## config.mk

```make
export PLATFORM = sky130hd
export DESIGN_NAME = tmi_coeff_store
export DESIGN_NICKNAME = d
export VERILOG_FILES = /design/src/rtl/triclinic_minimum_image_unit_macros.svh /design/src/rtl/tmi_pkg.sv /design/src/rtl/tmi_coeff_store.sv
export SDC_FILE = /design/constraint.sdc
export NUM_CORES = 1
export LEC_CHECK = 0
export ABC_AREA = 0
export BUFFER_PORTS_ARGS = -buffer_cell sky130_fd_sc_hd__buf_2
export CORE_ASPECT_RATIO = 0.7
export CORE_UTILIZATION = 52
export CTS_CLUSTER_DIAMETER = 120
export DETAILED_ROUTE_END_ITERATION = 12
export GPL_TIMING_DRIVEN = 0
export PLACE_DENSITY_LB_ADDON = 0.3
export SLEW_MARGIN = 30
export SYNTH_ARGS = -nofsm -noshare
export SYNTH_HDL_FRONTEND = slang
export SYNTH_SLANG_ARGS = --single-unit
```

## constraint.sdc

```tcl
create_clock -name clk -period 3.4 [get_ports clk]
set_input_delay 0.34 -clock clk [delete_from_list [all_inputs] [get_ports clk]]
set_output_delay 0.34 -clock clk [all_outputs]
set_load 0.03 [all_outputs]
```

## src/rtl/triclinic_minimum_image_unit_macros.svh

```systemverilog
// ----------------------------------------------------------------------------
// Assertion macros for the triclinic minimum-image unit
// Concurrent checks, compiled out for synthesis.
// ----------------------------------------------------------------------------
`ifndef TRICLINIC_MINIMUM_IMAGE_UNIT_MACROS_SVH
`define TRICLINIC_MINIMUM_IMAGE_UNIT_MACROS_SVH

`ifndef SYNTHESIS

// same-cycle implication
`define TMI_ASSERT_IMPL(name, clk, rst_n, ante, cons) \
  name: assert property (@(posedge clk) disable iff (!rst_n) (ante) |-> (cons)) \
    else $error("%m: check failed");

// next-cycle implication
`define TMI_ASSERT_NEXT(name, clk, rst_n, ante, cons) \
  name: assert property (@(posedge clk) disable iff (!rst_n) (ante) |=> (cons)) \
    else $error("%m: check failed");

`else

`define TMI_ASSERT_IMPL(name, clk, rst_n, ante, cons)
`define TMI_ASSERT_NEXT(name, clk, rst_n, ante, cons)

`endif

`endif

```

## src/rtl/tmi_pkg.sv

```systemverilog
// ----------------------------------------------------------------------------
// tmi_pkg
// Types and constants shared by the triclinic minimum-image unit.
// ----------------------------------------------------------------------------
`default_nettype none

package tmi_pkg;

  localparam int COEFF_W   = 32;  // Q15.16 cell, Q1.30 inverse
  localparam int DIST_W    = 32;  // Q15.16
  localparam int SCALED_W  = 36;  // Q5.30
  localparam int NUM_COEFF = 9;
  localparam int SEL_W     = 5;

  localparam logic [SEL_W-1:0] SEL_INV_BASE = 5'd9;
  localparam logic [SEL_W-1:0] SEL_LIMIT    = 5'd18;

  localparam logic signed [SCALED_W-1:0] HALF_Q30 = 36'sh0_2000_0000;
  localparam logic signed [SCALED_W-1:0] ONE_Q30  = 36'sh0_4000_0000;

  typedef enum logic [0:0] {
    CMD_WRITE   = 1'b0,
    CMD_COMPUTE = 1'b1
  } cmd_t;

  typedef logic signed [COEFF_W-1:0] coeff_t;
  typedef coeff_t [NUM_COEFF-1:0]    mat_t;

  typedef struct packed {
    logic                      command;
    logic                      box_index;
    logic [SEL_W-1:0]          coeff_select;
    logic signed [COEFF_W-1:0] coeff_value;
    logic signed [DIST_W-1:0]  dist_x;
    logic signed [DIST_W-1:0]  dist_y;
    logic signed [DIST_W-1:0]  dist_z;
  } in_item_t;

  typedef struct packed {
    logic signed [DIST_W-1:0] image_x;
    logic signed [DIST_W-1:0] image_y;
    logic signed [DIST_W-1:0] image_z;
    logic                     overflow;
  } out_item_t;

  // coefficient write request into the store
  typedef struct packed {
    logic               en;
    logic               box;
    logic [SEL_W-1:0]   sel;
    logic [COEFF_W-1:0] value;
  } wr_req_t;

  // sideband carried through the first matrix-vector pass
  typedef struct packed {
    mat_t cel;
    logic oob;
  } p1_tag_t;

  // sideband carried through the second pass
  typedef struct packed {
    logic oob;
    logic ovf;
  } p2_tag_t;

endpackage

`default_nettype wire

```

## src/rtl/tmi_coeff_store.sv

```systemverilog
// ----------------------------------------------------------------------------
// tmi_coeff_store
// Per-box cell and inverse matrices; one small memory per coefficient slot,
// single write port, registered read of a whole matrix pair.
// ----------------------------------------------------------------------------
`default_nettype none

module tmi_coeff_store #(
  parameter int NUM_BOXES = 2
) (
  input  logic             clk,
  input  tmi_pkg::wr_req_t wr,
  input  logic             rd_en,
  input  logic             rd_box,
  output tmi_pkg::mat_t    rd_cel,
  output tmi_pkg::mat_t    rd_inv
);

  localparam int BOX_AW = (NUM_BOXES > 1) ? $clog2(NUM_BOXES) : 1;

  logic [BOX_AW-1:0] wr_addr;
  logic [BOX_AW-1:0] rd_addr;

  // out-of-range boxes map to entry 0; the top level gates off their writes and discards their reads
  assign wr_addr = (32'(wr.box) < NUM_BOXES) ? BOX_AW'(wr.box) : '0;
  assign rd_addr = (32'(rd_box) < NUM_BOXES) ? BOX_AW'(rd_box) : '0;

  for (genvar c = 0; c < tmi_pkg::NUM_COEFF; c++) begin : g_slot
    logic [tmi_pkg::COEFF_W-1:0] cel_mem [NUM_BOXES];
    logic [tmi_pkg::COEFF_W-1:0] inv_mem [NUM_BOXES];

    always_ff @(posedge clk) begin
      if (wr.en && wr.sel == tmi_pkg::SEL_W'(c)) begin
        cel_mem[wr_addr] <= wr.value;
      end
      if (wr.en && wr.sel == tmi_pkg::SEL_INV_BASE + tmi_pkg::SEL_W'(c)) begin
        inv_mem[wr_addr] <= wr.value;
      end
      if (rd_en) begin
        rd_cel[c] <= cel_mem[rd_addr];
        rd_inv[c] <= inv_mem[rd_addr];
      end
    end
  end

endmodule

`default_nettype wire

```

# After elaboration in Yosys (flattened, before gate mapping)
# Memory sizes are Yosys's and may differ from the RTL's. A register that Yosys moved wholly into a read port is not among the register bits.
# Cells that the tools add are included.
# word_totals
ram_bits	1152
regBits	0
elab_cells	90
memories	18
input_bits	42
# classes
muxes	36
eq_ne	17
n_reduce_logical	19
# memory_table
memory	words	width	rd	rd_clocked_by_memory_dff	write_ports	line	text
g_slot[0].cel_mem	2	32	1	1	1	tmi_coeff_store.sv:29	logic [tmi_pkg::COEFF_W-1:0] cel_mem [NUM_BOXES];
g_slot[0].inv_mem	2	32	1	1	1	tmi_coeff_store.sv:30	logic [tmi_pkg::COEFF_W-1:0] inv_mem [NUM_BOXES];
g_slot[1].cel_mem	2	32	1	1	1	tmi_coeff_store.sv:29	
g_slot[1].inv_mem	2	32	1	1	1	tmi_coeff_store.sv:30	
g_slot[2].cel_mem	2	32	1	1	1	tmi_coeff_store.sv:29	
g_slot[2].inv_mem	2	32	1	1	1	tmi_coeff_store.sv:30	
+12 memories	-	-	-	-	-	-	
# op_table
op	count
5-bit by 4-bit equality test with 1-bit output (second input constant)	8
1-bit two-way mux	36
5-bit by 3-bit equality test with 1-bit output (second input constant)	4
1-bit logical AND	18
5-bit by 2-bit equality test with 1-bit output (second input constant)	2
5-bit equality test (second input constant)	2
5-bit by 1-bit equality test with 1-bit output (second input constant)	1
5-bit zero test	1

# Longest topological paths before layout
# logic_depth
word_depth	4
mapped_depth	4

# Worst setup path before layout
# No wires, ideal clock.
# synth_timing
kind	input to register
start	input port wr[33] (netlist name)
end	memory g_slot[8].inv_mem[0][0] (netlist name) (enable)
setup_time_ns	0.461
path_buffers	0
path_stages	2
setup_slack_ns	-0.170
t_arrival_ns	3.109
t_required_ns	2.939
path_cell_list	or4b_4 nor3_1
# synth_via
elab_chain_cells	4
# synth_rtl
element	line	text
from (decl)	tmi_coeff_store.sv:12	input tmi_pkg::wr_req_t wr,
5-bit equality test	tmi_coeff_store.sv:36	if (wr.en && wr.sel == tmi_pkg::SEL_INV_BASE + tmi_pkg::SEL_W'(c)) begin
1-bit logical AND	tmi_coeff_store.sv:36	
1-bit two-way mux	tmi_coeff_store.sv:36	
1-bit two-way mux (implied by the code)	tmi_coeff_store.sv:37	inv_mem[wr_addr] <= wr.value;
to (decl)	tmi_coeff_store.sv:30	
# Every way passes these cells.

# Worst setup path in the final report
# layout_timing
start	input port rd_en
end	register rd_cel[152] (netlist name) (read register of g_slot[4].cel_mem) (enable)
# layout_lines
element	line	text
from (decl)	tmi_coeff_store.sv:13	input logic rd_en,
to (decl)	tmi_coeff_store.sv:15	output tmi_pkg::mat_t rd_cel,
# No word-level cell between the ends.

==> results.sh <==
export IMPL_synth_fp_nets=2465
export IMPL_rsz0062_at_grt="false"
export IMPL_first_pass_iters=5
export IMPL_synthSimpleGateAreaFrac_pct=0.475
export IMPL_vdd_ir_drop_max_v=0.000431
export IMPL_crit_path_start_kind="input pin"
export IMPL_crit_fanout=85
export IMPL_grt_antenna_before_repair=14
export IMPL_ios=618
export IMPL_ant_nets=0
export IMPL_portBuffers=616
export IMPL_combPwrFrac_pct=5.1
export IMPL_rows=102
export IMPL_finalNetCount=3289
export IMPL_outcome="complete, no violations"
export IMPL_drtIter0Drc=3215
export IMPL_cts_max_level=4
export IMPL_worst_slew_pin_slew_ns=0.820
export IMPL_critPathCaptureType="flop"
export IMPL_placed_cells=4597
export IMPL_ctsRootBufferMaster="clkbuf_16"
export IMPL_place_hpwl_um=82000
export IMPL_crit_required_ns=3.80
export IMPL_timing_rr_start="g_slot[7].inv_mem[0][1]"
export IMPL_ys_seq_area_share_pct=87.9
export IMPL_cts_resized=0
export IMPL_synthCells=2423
export IMPL_fin_crit_sh_pct=74.1
export IMPL_wirelength_um=139000
export IMPL_synth_seq_cells=1728
export IMPL_switching_share_pct=21.5
export IMPL_max_cap_violations=0
export IMPL_clockPowerShare_pct=39.0
export IMPL_syn_area_per_cell_um2=24.4
export IMPL_utilization_pct=63.1
export IMPL_power_density_nw_per_um2=610
export IMPL_finalHoldViolations=0
export IMPL_post_cts_setup_buffers=0
export IMPL_die_h_um=284
export IMPL_synth_top_family_by_area="multiplexers"
export IMPL_ff2ff_setup_slack_ns=2.46
export IMPL_finalSetupViolations=0
export IMPL_crit_slowest_cell="dlygate4sd3_1"
export IMPL_drv_slew=0
export IMPL_clk_path_buf_depth=3
export IMPL_via_per_inst=5.54
export IMPL_dieArea_um2=115000
export IMPL_hold_slack_ns=0.0899
export IMPL_internal_power_mw=33.7
export IMPL_cts_tree="yes"
export IMPL_gp_congestion=0.799
export IMPL_maxSlewHeadroom_pct=45.2
export IMPL_yosysWarnings=0
export IMPL_synth_compound_area_share_pct=0
export IMPL_path_buf_inv=6
export IMPL_cpLargestDelayFamily="buffers and inverters"
export IMPL_hold_buffers=2
export IMPL_coreArea_um2=112000
export IMPL_fin_skew_ns=0.0421
export IMPL_worstPathArrival_ns=2.92
export IMPL_fmax_mhz=397
export IMPL_cts_reportedPaths_clkPinSlew_ns=0.06
export IMPL_area_delta_synth_final_pct=19.4
export IMPL_grt_pass1_vias=27200
export IMPL_synth_mux_area_share_pct=11.0
export IMPL_synth_cell_types=18
export IMPL_die_w_um=405
export IMPL_crit_top_cell="buf_16"
export IMPL_stdcell_count=4876
export IMPL_period_needed_ns=2.52
export IMPL_synth_xor_area_share_pct=0
export IMPL_p_switching_mw=9.22
export IMPL_hold_class="input pin to flop"
export IMPL_grt_pass1_wl_um=193000
export IMPL_pwr_share_seq_pct=55.9
export IMPL_grt_overflow=0
export IMPL_worstPathCellList="dlygate4sd3_1 -> buf_8 -> buf_16 -> buf_16 -> buf_16 -> buf_16"
export IMPL_via_count=27000
export IMPL_cts_num_sinks=1728
export IMPL_critPathMaxStageDelay_ns=0.57
export IMPL_cts_made_buffers=154
export IMPL_synth_area_um2=59000
export IMPL_setup_worst_path_start="rd_en"
export IMPL_route_detailed_drc=0
export IMPL_clk_latency_ns=0.76
export IMPL_initial_core_util_pct=52.9
export IMPL_wl_per_cell_um=28.4
export IMPL_grt_use_total_pct=24.1
export IMPL_hp_start="wr[38]"
export IMPL_critPathKind="input pin to flop"
export IMPL_grt_max_degree=86
export IMPL_synth_fa_ha_area_share_pct=0
export IMPL_cellLeakagePower_nw=23.9
export IMPL_drive_gt1_share_pct=46.0
[power by group through the flow]
stage | sequential [mW] | clock, mW | combinational, mW
floorplan | 25.0 | 0 | 0.449
global placement | 24.6 | 0 | 2.08
detailed placement | 24.5 | 0 | 2.20
CTS | 24.0 | 17.0 | 2.21
global route | 24.0 | 17.8 | 2.27
finish | 24.0 | 16.8 | 2.19
[synthesized netlist by cell type (all sizes together)]
| library cell | instances | area (um2) |
|---|---|---|
| nand3 | 2 | 10.0 |
| mux2 | 576 | 6490 |
| nand4bb | 2 | 22.5 |
| buf | 65 | 335 |
| nor4b | 1 | 15.0 |
| nor3 | 1 | 5.00 |
| or4b | 2 | 23.8 |
| nor2 | 33 | 124 |
| nand3b | 3 | 22.5 |
| and4bb | 1 | 12.5 |
| edfxtp | 1728 | 51900 |
| nand2 | 1 | 3.75 |
| nand4b | 1 | 8.76 |
| or3b | 3 | 26.3 |
| clkbuf | 3 | 11.3 |
| or3 | 1 | 6.26 |
[worst paths after layout]
path,to,depth (start not counted)
setup reg to reg,rd_inv[225],1
hold reg to reg,rd_inv[127],1
hold / removal,g_slot[7].inv_mem[0][31],2
setup / recovery,rd_cel[152],6
[registers in the layout, summed over array words and instances, names as in the netlist]
register / cells
rd_inv: 288
rd_cel: 288
g_slot.inv_mem: 576
g_slot.cel_mem: 576
[cells by family (layout without fill, tap and decap cells)]
| logic type | Yosys count | after routing |
|---|---|---|
| flops | 1728 | 1728 |
| simple gates | 51 | 51 |
| other cells | 0 | 4 |
| mux | 576 | 576 |
| buf+inv | 68 | 1009 |
[layout make-up]
class | count | area (um2)
diodes | 4 | 10.0
plain buffers | 68 | 349
clock buffers | 197 | 4080
clock inverters | 76 | 764
fillers | 7401 | 41100
multi-input cells | 627 | 7030
flip-flops and latches | 1728 | 51900
well taps | 1508 | 1890
repair buffers | 668 | 4410
[metrics by stage]
| step | instance area [um2] | power, mW | setup TNS, ns | worst slack, ns |
|---|---|---|---|---|
| 2_1_floorplan | 59000 | 25.5 | 0 | 0.213 |
| 3_3_place_gp | 64000 | 26.7 | -4866.48 | -7.50 |
| 3_5_place_dp | 65500 | 26.6 | 0 | 0.459 |
| 4_1_cts | 70400 | 43.2 | 0 | 0.950 |
| 5_1_grt | 70400 | 44.1 | 0 | 0.819 |
| 6_report | 70400 | 42.9 | 0 | 0.882 |
[placed cells by master, fill, tap and decap left out, types with 33 or more instances in the layout]
cell type / netlist / routed
buf_16: 0 / 39
buf_2: 61 / 645
buf_4: 4 / 38
clkbuf_1: 3 / 41
clkbuf_16: 0 / 157
clkinv_1: 0 / 35
edfxtp_1: 1728 / 1728
mux2_2: 576 / 576
nor2_4: 0 / 33
[per-layer routing]
layer  share of wire (%)  vias to the layer above  global-route usage, %  routed length, um
li1                    -                    11400                      -                  -
met4                 2.1                        0                   6.53               2910
met2                  49                     1244                   38.5              67500
met1                  39                    14200                   33.0              54200
met3                  10                      165                   6.33              14000
met5                   0                        -                      0                  0
No activity file was read; power rests on OpenSTA's default activity.
